<file path="src/sv/mesm_pkg.sv">
`timescale 1ns / 1ps
// ---------------------------------------------------------------------------
// mesm_pkg
// Shared types and constants of the motor encoder speed meter.
// ---------------------------------------------------------------------------
package mesm_pkg;

   // Item commands
   typedef enum logic [1:0] {
      CMD_EDGE  = 2'd0,
      CMD_TICK  = 2'd1,
      CMD_DRIVE = 2'd2
   } cmd_type;

   // Configuration space: one word, rpm_scale
   localparam int CSR_ADDR_W = 3;
   localparam int CSR_DATA_W = 32;
   localparam logic CSR_WORD_RPM_SCALE = 1'b0;   // paddr[2]

   // Fixed field widths
   localparam int SCALE_W  = 16;
   localparam int SPEED_W  = 16;
   localparam int DRIVE_W  = 9;
   localparam int DUTY_W   = 8;
   localparam int RPM_FRAC = 8;                  // Q8.8 scale

   localparam logic [SCALE_W-1:0] SCALE_RESET = 16'd1500;

   // Drive clamp: the one code below -255
   localparam logic signed [DRIVE_W-1:0] DRIVE_RAW_MIN = 9'sh100;   // -256
   localparam logic signed [DRIVE_W-1:0] DRIVE_CLAMP   = 9'sh101;   // -255

   // Moving averages, depth 2**LOG2
   localparam int DELTA_AVG_LOG2 = 3;
   localparam int SPEED_AVG_LOG2 = 3;

   // Control that travels with each beat down the pipeline
   typedef struct packed {
      logic                        tick;    // sample tick
      logic                        clr;     // drive started from stop
      logic signed [DRIVE_W-1:0]   drive;   // drive after this item
   } stage_ctl_type;

endpackage

</file>
<file path="src/sv/mesm_avg_ring.sv">
`timescale 1ns / 1ps
// ---------------------------------------------------------------------------
// mesm_avg_ring
// Moving-average store: a ring of 2**LOG2_DEPTH values and its running sum.
// sum_next shows the sum after this cycle's push or clear.
// ---------------------------------------------------------------------------
module mesm_avg_ring
   import mesm_pkg::*;
#(
   parameter int WIDTH      = 16,
   parameter int LOG2_DEPTH = 3
) (
   input  logic                                  clock,
   input  logic                                  reset,
   input  logic                                  clear,
   input  logic                                  push,
   input  logic signed [WIDTH-1:0]               value,
   output logic signed [WIDTH+LOG2_DEPTH-1:0]    sum_next
);

   localparam int DEPTH = 1 << LOG2_DEPTH;
   localparam int SUM_W = WIDTH + LOG2_DEPTH;

   logic signed [WIDTH-1:0]   ring_ff [DEPTH];
   logic [LOG2_DEPTH-1:0]     idx_ff;
   logic signed [SUM_W-1:0]   sum_ff;
   logic signed [SUM_W-1:0]   value_ext;
   logic signed [SUM_W-1:0]   oldest_ext;

   // Replace the oldest entry in the running sum
   always_comb begin
      value_ext  = SUM_W'(value);
      oldest_ext = SUM_W'(ring_ff[idx_ff]);
      if (clear) begin
         sum_next = '0;
      end else if (push) begin
         sum_next = sum_ff + value_ext - oldest_ext;
      end else begin
         sum_next = sum_ff;
      end
   end

   // Ring, index and sum
   always_ff @(posedge clock) begin
      if (reset || clear) begin
         for (int i = 0; i < DEPTH; i++) begin
            ring_ff[i] <= '0;
         end
         idx_ff <= '0;
         sum_ff <= '0;
      end else if (push) begin
         ring_ff[idx_ff] <= value;
         idx_ff          <= idx_ff + LOG2_DEPTH'(1);
         sum_ff          <= sum_next;
      end
   end

endmodule

</file>
<file path="src/sv/motor_encoder_speed_meter_unit.sv">
`timescale 1ns / 1ps
// ---------------------------------------------------------------------------
// motor_encoder_speed_meter_unit
// One motor channel: quadrature pulse counter, two moving averages with
// rpm scaling in between, and the drive duty / direction lines.
// ---------------------------------------------------------------------------
//  Channel   Ports                                   Beat
//  req       req_valid/ready, command, channel_b,    one item
//            drive_value
//  rsp       rsp_valid/ready, speed_rpm, duty,       one result per item
//            dir_forward, dir_reverse
//  csr       APB: psel, penable, pwrite, paddr,      rpm_scale at 0x0
//            pwdata, prdata, pready
//
//  Five-stage pipeline, one item per cycle while the output is not held.
//  Stage 1 updates the counter and the pulse-delta average, 2 divides the sum,
//  3 multiplies by rpm_scale, 4 scales and saturates, 5 runs the rpm average.
//  Each stage holds its beat while the next one is full; empty stages still
//  fill, so input keeps flowing while a result waits at the output until all are full.
//  Synchronous reset clears counter, drive, averages, speed and the pipeline; no clearing pass.
// ---------------------------------------------------------------------------
module motor_encoder_speed_meter_unit
   import mesm_pkg::*;
#(
   parameter int COUNT_WIDTH = 32
) (
   input  logic                          clock,
   input  logic                          reset,
   // Input items
   input  logic                          req_valid,
   output logic                          req_ready,
   input  logic [1:0]                    req_command,
   input  logic                          req_channel_b,
   input  logic signed [DRIVE_W-1:0]     req_drive_value,
   // Results
   output logic                          rsp_valid,
   input  logic                          rsp_ready,
   output logic signed [SPEED_W-1:0]     rsp_speed_rpm,
   output logic [DUTY_W-1:0]             rsp_duty,
   output logic                          rsp_dir_forward,
   output logic                          rsp_dir_reverse,
   // Configuration
   input  logic                          csr_psel,
   input  logic                          csr_penable,
   input  logic                          csr_pwrite,
   input  logic [CSR_ADDR_W-1:0]         csr_paddr,
   input  logic [CSR_DATA_W-1:0]         csr_pwdata,
   output logic [CSR_DATA_W-1:0]         csr_prdata,
   output logic                          csr_pready
);

   localparam int CW     = COUNT_WIDTH;
   localparam int DSUM_W = CW + DELTA_AVG_LOG2;
   localparam int PROD_W = CW + SCALE_W + 1;
   localparam int RPMF_W = PROD_W - RPM_FRAC;
   localparam int SSUM_W = SPEED_W + SPEED_AVG_LOG2;
   localparam logic [CW-1:0] COUNT_ONE = CW'(1);

   // ---------------------------------------------------------------------
   // Configuration register
   // ---------------------------------------------------------------------
   logic [SCALE_W-1:0] rpm_scale_ff;
   logic               csr_write;

   assign csr_pready = 1'b1;
   assign csr_write  = csr_psel && csr_penable && csr_pwrite && csr_pready;

   always_ff @(posedge clock) begin
      if (reset) begin
         rpm_scale_ff <= SCALE_RESET;
      end else if (csr_write && (csr_paddr[2] == CSR_WORD_RPM_SCALE)) begin
         rpm_scale_ff <= csr_pwdata[SCALE_W-1:0];
      end
   end

   always_comb begin
      csr_prdata = '0;
      if (csr_paddr[2] == CSR_WORD_RPM_SCALE) begin
         csr_prdata = CSR_DATA_W'(rpm_scale_ff);
      end
   end

   // ---------------------------------------------------------------------
   // Pipeline flow: a stage takes a beat when it is empty or moves on
   // ---------------------------------------------------------------------
   logic s1_vld_ff, s2_vld_ff, s3_vld_ff, s4_vld_ff, s5_vld_ff;
   logic s1_rdy, s2_rdy, s3_rdy, s4_rdy, s5_rdy;
   logic req_accept;

   assign s5_rdy     = !s5_vld_ff || rsp_ready;
   assign s4_rdy     = !s4_vld_ff || s5_rdy;
   assign s3_rdy     = !s3_vld_ff || s4_rdy;
   assign s2_rdy     = !s2_vld_ff || s3_rdy;
   assign s1_rdy     = !s1_vld_ff || s2_rdy;
   assign req_ready  = s1_rdy;
   assign req_accept = req_valid && req_ready;
   assign rsp_valid  = s5_vld_ff;

   always_ff @(posedge clock) begin
      if (reset) begin
         s1_vld_ff <= 1'b0;
         s2_vld_ff <= 1'b0;
         s3_vld_ff <= 1'b0;
         s4_vld_ff <= 1'b0;
         s5_vld_ff <= 1'b0;
      end else begin
         if (s1_rdy) s1_vld_ff <= req_valid;
         if (s2_rdy) s2_vld_ff <= s1_vld_ff;
         if (s3_rdy) s3_vld_ff <= s2_vld_ff;
         if (s4_rdy) s4_vld_ff <= s3_vld_ff;
         if (s5_rdy) s5_vld_ff <= s4_vld_ff;
      end
   end

   // ---------------------------------------------------------------------
   // Stage 1: counter, snapshot, drive and pulse-delta average
   // ---------------------------------------------------------------------
   logic [CW-1:0]                count_ff, count_in;
   logic [CW-1:0]                snapshot_ff, snapshot_in;
   logic signed [DRIVE_W-1:0]    drive_ff, drive_in;
   logic signed [DRIVE_W-1:0]    drive_clamped;
   logic signed [CW-1:0]         delta;
   logic                         is_tick;
   logic                         start_drive;
   logic signed [DSUM_W-1:0]     dsum_next;
   stage_ctl_type                s1_ctl_ff;
   logic signed [DSUM_W-1:0]     s1_dsum_ff;

   always_comb begin
      count_in      = count_ff;
      snapshot_in   = snapshot_ff;
      drive_in      = drive_ff;
      is_tick       = 1'b0;
      start_drive   = 1'b0;
      delta         = $signed(count_ff - snapshot_ff);
      drive_clamped = (req_drive_value == DRIVE_RAW_MIN) ? DRIVE_CLAMP
                                                         : req_drive_value;
      unique case (cmd_type'(req_command))
         CMD_EDGE: begin
            count_in = req_channel_b ? count_ff + COUNT_ONE : count_ff - COUNT_ONE;
         end
         CMD_TICK: begin
            is_tick     = 1'b1;
            snapshot_in = count_ff;
         end
         CMD_DRIVE: begin
            drive_in = drive_clamped;
            // Start from stop restarts the measurement
            if ((drive_ff == '0) && (drive_clamped != '0)) begin
               start_drive = 1'b1;
               count_in    = '0;
               snapshot_in = '0;
            end
         end
         default: begin
         end
      endcase
   end

   always_ff @(posedge clock) begin
      if (reset) begin
         count_ff    <= '0;
         snapshot_ff <= '0;
         drive_ff    <= '0;
      end else if (req_accept) begin
         count_ff    <= count_in;
         snapshot_ff <= snapshot_in;
         drive_ff    <= drive_in;
      end
   end

   mesm_avg_ring #(
      .WIDTH      (CW),
      .LOG2_DEPTH (DELTA_AVG_LOG2)
   ) u_delta_avg (
      .clock    (clock),
      .reset    (reset),
      .clear    (req_accept && start_drive),
      .push     (req_accept && is_tick),
      .value    (delta),
      .sum_next (dsum_next)
   );

   always_ff @(posedge clock) begin
      if (req_accept) begin
         s1_ctl_ff.tick  <= is_tick;
         s1_ctl_ff.clr   <= start_drive;
         s1_ctl_ff.drive <= drive_in;
         s1_dsum_ff      <= dsum_next;
      end
   end

   // ---------------------------------------------------------------------
   // Stage 2: divide the delta sum by the depth, toward zero
   // ---------------------------------------------------------------------
   logic signed [DSUM_W-1:0] dsum_adj;
   stage_ctl_type            s2_ctl_ff;
   logic signed [CW-1:0]     s2_avg_ff;

   assign dsum_adj = s1_dsum_ff + $signed({{(DSUM_W-DELTA_AVG_LOG2){1'b0}},
                                           {DELTA_AVG_LOG2{s1_dsum_ff[DSUM_W-1]}}});

   always_ff @(posedge clock) begin
      if (s2_rdy && s1_vld_ff) begin
         s2_ctl_ff <= s1_ctl_ff;
         s2_avg_ff <= dsum_adj[DSUM_W-1:DELTA_AVG_LOG2];
      end
   end

   // ---------------------------------------------------------------------
   // Stage 3: average times rpm_scale
   // ---------------------------------------------------------------------
   logic signed [PROD_W-1:0] prod;
   stage_ctl_type            s3_ctl_ff;
   logic signed [PROD_W-1:0] s3_prod_ff;

   assign prod = PROD_W'(s2_avg_ff) * PROD_W'($signed({1'b0, rpm_scale_ff}));

   always_ff @(posedge clock) begin
      if (s3_rdy && s2_vld_ff) begin
         s3_ctl_ff  <= s2_ctl_ff;
         s3_prod_ff <= prod;
      end
   end

   // ---------------------------------------------------------------------
   // Stage 4: drop the Q8.8 fraction toward zero, saturate to 16 bits
   // ---------------------------------------------------------------------
   logic signed [PROD_W-1:0]   prod_adj;
   logic signed [RPMF_W-1:0]   rpm_full;
   logic [RPMF_W-SPEED_W:0]    rpm_high;
   logic signed [SPEED_W-1:0]  rpm_sat;
   stage_ctl_type              s4_ctl_ff;
   logic signed [SPEED_W-1:0]  s4_rpm_ff;

   always_comb begin
      prod_adj = s3_prod_ff + $signed({{(PROD_W-RPM_FRAC){1'b0}},
                                       {RPM_FRAC{s3_prod_ff[PROD_W-1]}}});
      rpm_full = prod_adj[PROD_W-1:RPM_FRAC];
      rpm_high = rpm_full[RPMF_W-1:SPEED_W-1];
      // In range when bit 15 and all bits above it agree
      if ((&rpm_high) || !(|rpm_high)) begin
         rpm_sat = rpm_full[SPEED_W-1:0];
      end else if (rpm_full[RPMF_W-1]) begin
         rpm_sat = {1'b1, {(SPEED_W-1){1'b0}}};
      end else begin
         rpm_sat = {1'b0, {(SPEED_W-1){1'b1}}};
      end
   end

   always_ff @(posedge clock) begin
      if (s4_rdy && s3_vld_ff) begin
         s4_ctl_ff <= s3_ctl_ff;
         s4_rpm_ff <= rpm_sat;
      end
   end

   // ---------------------------------------------------------------------
   // Stage 5: rpm average, reported speed and the result register
   // ---------------------------------------------------------------------
   logic                        s5_load;
   logic signed [SSUM_W-1:0]    ssum_next;
   logic signed [SSUM_W-1:0]    ssum_adj;
   logic signed [SPEED_W-1:0]   speed_ff, speed_in;
   logic signed [DRIVE_W-1:0]   drive_neg;
   logic [DUTY_W-1:0]           duty_ff;
   logic                        dir_fwd_ff, dir_rev_ff;

   assign s5_load = s5_rdy && s4_vld_ff;

   mesm_avg_ring #(
      .WIDTH      (SPEED_W),
      .LOG2_DEPTH (SPEED_AVG_LOG2)
   ) u_speed_avg (
      .clock    (clock),
      .reset    (reset),
      .clear    (1'b0),
      .push     (s5_load && s4_ctl_ff.tick),
      .value    (s4_rpm_ff),
      .sum_next (ssum_next)
   );

   always_comb begin
      ssum_adj  = ssum_next + $signed({{(SSUM_W-SPEED_AVG_LOG2){1'b0}},
                                       {SPEED_AVG_LOG2{ssum_next[SSUM_W-1]}}});
      drive_neg = -s4_ctl_ff.drive;
      priority if (s4_ctl_ff.clr) begin
         speed_in = '0;
      end else if (s4_ctl_ff.tick) begin
         speed_in = ssum_adj[SSUM_W-1:SPEED_AVG_LOG2];
      end else begin
         speed_in = speed_ff;
      end
   end

   // Reported speed is state, so it resets
   always_ff @(posedge clock) begin
      if (reset) begin
         speed_ff <= '0;
      end else if (s5_load) begin
         speed_ff <= speed_in;
      end
   end

   always_ff @(posedge clock) begin
      if (s5_load) begin
         duty_ff    <= s4_ctl_ff.drive[DRIVE_W-1] ? drive_neg[DUTY_W-1:0]
                                                  : s4_ctl_ff.drive[DUTY_W-1:0];
         dir_fwd_ff <= !s4_ctl_ff.drive[DRIVE_W-1] && (s4_ctl_ff.drive != '0);
         dir_rev_ff <= s4_ctl_ff.drive[DRIVE_W-1];
      end
   end

   assign rsp_speed_rpm   = speed_ff;
   assign rsp_duty        = duty_ff;
   assign rsp_dir_forward = dir_fwd_ff;
   assign rsp_dir_reverse = dir_rev_ff;

   // ---------------------------------------------------------------------
   // Checks
   // ---------------------------------------------------------------------
`ifndef SYNTH
   // Zero duty exactly when neither direction line is driven
   a_duty_dir : assert property (@(posedge clock) disable iff (reset)
      rsp_valid |-> ((rsp_duty == '0) == (!rsp_dir_forward && !rsp_dir_reverse)))
      else $error("duty and direction lines disagree");

   // Start from stop restarts the counter and the snapshot
   a_start_clear : assert property (@(posedge clock) disable iff (reset)
      (req_accept && start_drive) |=> ((count_ff == '0) && (snapshot_ff == '0)))
      else $error("start from stop did not clear the counter");

   // Input stalls only when every stage is full and the output is held
   a_stall_full : assert property (@(posedge clock) disable iff (reset)
      !req_ready |-> (s1_vld_ff && s2_vld_ff && s3_vld_ff && s4_vld_ff &&
                      s5_vld_ff && !rsp_ready))
      else $error("input stalled with room in the pipeline");

   // The clamp never lets -256 into the drive state
   a_drive_clamp : assert property (@(posedge clock) disable iff (reset)
      drive_ff != DRIVE_RAW_MIN)
      else $error("drive state out of range");
`endif

endmodule

</file>
<file path="config.mk">
export PLATFORM = sky130hd
export DESIGN_NAME = motor_encoder_speed_meter_unit
export DESIGN_NICKNAME = d
export VERILOG_FILES = /design/src/sv/mesm_pkg.sv /design/src/sv/mesm_avg_ring.sv /design/src/sv/motor_encoder_speed_meter_unit.sv
export SDC_FILE = /design/constraint.sdc
export NUM_CORES = 2
export LEC_CHECK = 0
export ABC_CLOCK_PERIOD_IN_PS = 18600
export BUFFER_PORTS_ARGS = -buffer_cell sky130_fd_sc_hd__clkbuf_2
export CAP_MARGIN = 10
export CORE_MARGIN = 2
export CORE_UTILIZATION = 60
export CTS_CLUSTER_DIAMETER = 30
export DETAILED_ROUTE_END_ITERATION = 8
export GPL_TIMING_DRIVEN = 1
export PLACE_DENSITY = 0.83
export SLEW_MARGIN = 20
export SYNTH_ARGS = -nofsm -noshare
export SYNTH_HDL_FRONTEND = slang
export SYNTH_HIERARCHICAL = 1
export SYNTH_SLANG_ARGS = --single-unit
</file>
<file path="constraint.sdc">
create_clock -name clock -period 18.6 [get_ports clock]
set_input_delay 3.72 -clock clock [delete_from_list [all_inputs] [get_ports clock]]
set_output_delay 3.72 -clock clock [all_outputs]
set_load 0.005 [all_outputs]
</file>
Yosys cells after proc, flatten, opt, wreduce, memory -nomap -nowiden --
Memory sizes are Yosys's and may differ from the RTL's. A register that Yosys moved wholly into a read port is not among the register bits. Cells that the tools add are included.
Cells by class: add/subtract/negate cells 13, multipliers 1, equal/unequal tests 4, muxes and demuxes 38, bitwise operators 1, reductions and logical operators 41
Operators with widths (count):
- $pmux 32 s2 | 2
- $mux 16 | 6
- $mux 32 | 3
- $mux 35 | 2
- $add 49x9->49 | 1
- $mul 32x17->49 | 1
- $add 35x32->35 | 1
- $add 35x4->35 | 1
- $sub 35x32->35 | 1
- $add 32x1->32 const B | 1
- $reduce_or 32->1 | 1
- $sub 32x1->32 const B | 1
- $sub 32x32->32 | 1
- $reduce_and 26->1 | 1
- $reduce_or 26->1 | 1
- $add 19x16->19 | 1
- $add 19x4->19 | 1
- $mux 19 | 1
- $sub 19x16->19 | 1
- $mux 3 | 6
- $mux 9 | 2
- $reduce_bool 9->1 | 2
- $reduce_or 16->1 | 1
- $mux 1 | 15
- 16 further kinds | 44
Storage, ports and cells: register bits after elaboration 356, memory bits (writable) 384, memories kept 2
Memories:
- u_delta_avg.ring_ff | depth 8, bits a word 32, rd ports 1, clocked after memory_dff 1, wr ports 8, line mesm_avg_ring.sv:24 | logic signed [WIDTH-1:0] ring_ff [DEPTH];
- u_speed_avg.ring_ff | depth 8, bits a word 16, rd ports 1, clocked after memory_dff 1, wr ports 8, line mesm_avg_ring.sv:24

Longest topological paths before layout --
depth in word-level cells 13, mapped depth 27

Cells and area by module --
Netlist, hierarchy kept.
By module, submodules not included:
- motor_encoder_speed_meter_unit | times used 1, cells an instance 3622, area an instance 33482.1 µm²
- mesm_avg_ring at u_delta_avg | times used 1, cells an instance 1418, area an instance 16538.4 µm²
- mesm_avg_ring at u_speed_avg | times used 1, cells an instance 683, area an instance 8260.4 µm²

Worst setup path before layout --
Ideal clock, no wire load.
kind input to register, start input port rsp_ready, end register s3_ctl_ff[0] (netlist name), enable pin, setup time 569 ps, data arrival time 8467 ps, data required time 18031 ps, slack 9564 ps, stages 4, path buffers 1, path through inv_1 > and3_1 > clkbuf_1 > a21boi_0
Between the ends: longest elaborated chain between the ends 4
RTL lines:
- start: declaration | line motor_encoder_speed_meter_unit.sv:37 | input logic rsp_ready,
- $logic_or 1x1->1 | line motor_encoder_speed_meter_unit.sv:90 | assign s5_rdy = !s5_vld_ff || rsp_ready;
- $logic_or 1x1->1 | line motor_encoder_speed_meter_unit.sv:91 | assign s4_rdy = !s4_vld_ff || s5_rdy;
- $logic_or 1x1->1 | line motor_encoder_speed_meter_unit.sv:92 | assign s3_rdy = !s3_vld_ff || s4_rdy;
- $logic_and 1x1->1 | line motor_encoder_speed_meter_unit.sv:220 | if (s3_rdy && s2_vld_ff) begin
- end signal: assignment | line motor_encoder_speed_meter_unit.sv:221 | s3_ctl_ff <= s2_ctl_ff;
- end: declaration | line motor_encoder_speed_meter_unit.sv:214 | stage_ctl_type s3_ctl_ff;
No other way between the ends. A chain may end at the register's enable or synchronous reset.

Worst setup path after layout --
start input port rsp_ready, end output port req_ready
Between the ends: longest elaborated chain between the ends 5
RTL lines:
- $logic_or 1x1->1 | line motor_encoder_speed_meter_unit.sv:90
- $logic_or 1x1->1 | line motor_encoder_speed_meter_unit.sv:91
- $logic_or 1x1->1 | line motor_encoder_speed_meter_unit.sv:92
- $logic_or 1x1->1 | line motor_encoder_speed_meter_unit.sv:93 | assign s2_rdy = !s2_vld_ff || s3_rdy;
- $logic_or 1x1->1 | line motor_encoder_speed_meter_unit.sv:94 | assign s1_rdy = !s1_vld_ff || s2_rdy;
- end: declaration | line motor_encoder_speed_meter_unit.sv:31 | output logic req_ready,
No other way between the ends.

==> impl_metrics.json <==
{
  "drcViolationCount": 0,
  "synth_top_family_by_area": "adder cells",
  "synth-edff-count": 570,
  "core_um2": 96400,
  "cpMostUsedCell": "clkbuf_2",
  "port_buffers": 79,
  "clock-sinks": 746,
  "via_per_inst": 6.21,
  "pre_cts_slack_ns": 9.57,
  "hpwlAfterDp_mm": 99.3,
  "end_kind": "primary output",
  "groute.usage.overall": 0.300,
  "startpoint_type": "primary input",
  "fmax_mhz": 114,
  "gp_congestion": 0.958,
  "drt-initial-drc-count": 4750,
  "synth_seq_cells": 746,
  "areaGrowthSynthToFinish_pct": 8.79,
  "ctsResizeCount": 0,
  "crit_type": "in2out",
  "min_period_ns": 8.74,
  "cts_tree": "done",
  "wl_per_cell_um": 20.9,
  "setup_viol": 0,
  "drive_above_1_share": 0.101,
  "htree_levels": 3,
  "outcome": "finished, final reports clean",
  "grt_overflow": 0,
  "layout_setup_ws_ns": 9.86,
  "rrSetupSlack_ns": 10.92,
  "hold_path_end": "s2_ctl_ff[4]$_DFFE_PP_",
  "crit_family": "simple AND/OR/NAND/NOR gates",
  "dp_cells": 6826,
  "reg2reg_from": "s2_avg_ff[7]$_DFFE_PP_",
  "ant_nets": 0,
  "crit_path_start": "rsp_ready",
  "finalCritPeriodShare": 0.470,
  "netlist_area_um2": 58300,
  "hold_violations": 0,
  "rr_endpoint": "s3_prod_ff[48]$_DFFE_PP_",
  "fp.dieH_um": 316,
  "syn_area_per_cell_um2": 10.2,
  "clkTransAtPathRegs_ns": 0.06,
  "worstHoldPathCells": 0,
  "drv_slew": 0,
  "routed_wl_mm": 147,
  "grt_pass1_wl_mm": 237,
  "synth-main-ff-cell": "edfxtp_1",
  "rsz0062_at_grt": "no",
  "cts_buffers": 109,
  "crit_chain": "clkbuf_2, inv_1, and3_1, nand4_1, clkbuf_2",
  "slowest_delay_ns": 0.42,
  "vias": 43700,
  "ys_warn_count": 6,
  "clock_skew_ns": 0.0274,
  "post-cts-setup-buffer-count": 0,
  "cts_hold_buf": 0,
  "crit_slowest_cell": "and3_1",
  "drv_cap": 0,
  "nNetsFinal": 6506,
  "slew_headroom": 0.223,
  "post-route-util": 0.658,
  "synth_compound_area_frac": 0.0778,
  "antenna_found_initial": 2,
  "reg2reg_depth": 21,
  "yosys.area_share.simple": 0.164,
  "synth_fa_ha_area_frac": 0.240,
  "drt_pass1_iterations": 9,
  "initial_utilization": 0.604,
  "syn_inst": 5723,
  "synth_mux_area_frac": 0.0524,
  "pin_count": 115,
  "synth-xor-area-share": 0.0305,
  "finalSetupTns_ns": 0,
  "rows": 114,
  "ys_types": 106,
  "die_w_um": 316,
  "min-delay-start": "s1_ctl_ff[4]$_DFFE_PP_",
  "max_slew.worst_pin.slew_ns": 1.17,
  "fillCellCount": 6975,
  "crit_fanout": 7,
  "grt_start_max_net_pins": 88,
  "cts_root_buffer": "clkbuf_16",
  "seq_area_frac_synth": 0.354,
  "grt_pass1_vias": 44500,
  "clockBufferDepth": 3,
  "synth_async_sr_flop_share": 0,
  "fp.dieArea_um2": 99600,
  "crit_buf_inv": 3,
  "finalNonFillerCells": 7035,
  "required_ns": 14.88,
  "hp-class": "reg2reg",
  "worstPathArrival_ns": 5.02,
  "insertion_delay_ns": 0.69
}
registers in the layout (all words and copies together), names as in the netlist, 9 cells and up, named ones only:
register             cells
s2_ctl_ff               11
u_speed_avg/sum_ff      19
u_speed_avg/ring_ff    128
s3_ctl_ff               11
drive_ff                 9
rsp_speed_rpm           16
s3_prod_ff              49
u_delta_avg/ring_ff    256
rpm_scale_ff            16
snapshot_ff             32
s1_ctl_ff               11
s4_ctl_ff               11
count_ff                32
u_delta_avg/sum_ff      35
s4_rpm_ff               16
s2_avg_ff               32
s1_dsum_ff              35
synth_stat cells, drive strengths merged (108+ instances only):
cell,number,area (µm²)
a21oi,236,1180
and2,306,1920
clkbuf,290,1100
dfxtp,176,3520
edfxtp,570,17100
fa,543,10900
ha,248,3100
inv,866,3250
nand2,564,2120
nand3,108,541
nor2,239,900
nor3,218,1100
nor4,184,1170
xnor2,137,1200
worst max path at each step:
stage	to	slack [ns]	cells past startpoint
6_report	req_ready	9.86	5
3_3_place_gp	u_delta_avg/ring_ff[5][0]$_SDFFCE_PN0P_	9.65	14
5_1_grt	rsp_speed_rpm[15]$_SDFFE_PP0P_	9.72	21
3_5_place_dp	u_delta_avg/ring_ff[5][0]$_SDFFCE_PN0P_	9.57	14
4_1_cts	req_ready	9.90	5
2_1_floorplan	s3_ctl_ff[0]$_DFFE_PP_	9.56	4
cell families (layout without fill, tap and decap cells):
kind of cell	Yosys count	count (layout)
simple gates	1883	1883
mux	178	178
other cells	2	24
compound gates	689	689
flops	746	746
xor+xnor	203	203
buf+inv	1231	1245
fa+ha+maj	791	791
per-stage QoR:
stage / instance area [µm²] / hold WS [ns]
6_report: 63400 / 0.421
5_1_grt: 63400 / 0.427
4_1_cts: 63400 / 0.420
3_5_place_dp: 59700 / 0.405
3_3_place_gp: 59700 / 0.400
2_1_floorplan: 58400 / 0.400
cell type report:
cell class,instances,area [µm²],area share
clock buffers,111,2750,0.0433
clock inverters,97,998,0.0157
diodes,1,2.50,0.0000395
flip-flops and latches,746,20700,0.326
repair buffers,155,968,0.0153
inverters,882,3310,0.0522
well taps,1276,1600,0.0252
multi-input cells,3767,33100,0.522
placed cells by master (no fill, tap or decap), types with 33 or more instances in the layout:
| cell | synthesis | layout |
|---|---|---|
| inv_1 | 864 | 863 |
| nand4_1 | 52 | 52 |
| nor3_1 | 216 | 215 |
| mux4_2 | 96 | 96 |
| nor2_1 | 238 | 235 |
| a21oi_1 | 236 | 236 |
| o21ai_0 | 96 | 89 |
| buf_4 | 17 | 77 |
| inv_6 | 0 | 37 |
| nand2_1 | 564 | 563 |
| nor4_1 | 182 | 180 |
| dfxtp_1 | 176 | 166 |
| xor2_1 | 66 | 66 |
| edfxtp_1 | 570 | 570 |
| xnor2_1 | 137 | 137 |
| a21o_1 | 67 | 67 |
| ha_1 | 248 | 248 |
| and2_1 | 305 | 304 |
| mux2i_1 | 33 | 33 |
| nand3_1 | 108 | 106 |
| clkbuf_2 | 1 | 78 |
| mux2_2 | 46 | 46 |
| nor2b_1 | 46 | 45 |
| clkbuf_16 | 0 | 109 |
| fa_1 | 543 | 543 |
metal layers:
metal / share of wire / global-route usage / routed length, µm / vias to the layer above
met3: 0.099 / 0.0518 / 14500 / 433
met4: 0.042 / 0.125 / 6150 / 0
li1: - / - / - / 19200
met2: 0.48 / 0.495 / 71100 / 2559
met5: 0 / 0 / 0 / -
met1: 0.38 / 0.395 / 55400 / 21400
Power is left out: the tool's default activity adds up to more than one toggle a clock period on the data nets, which glitch-free logic cannot reach.
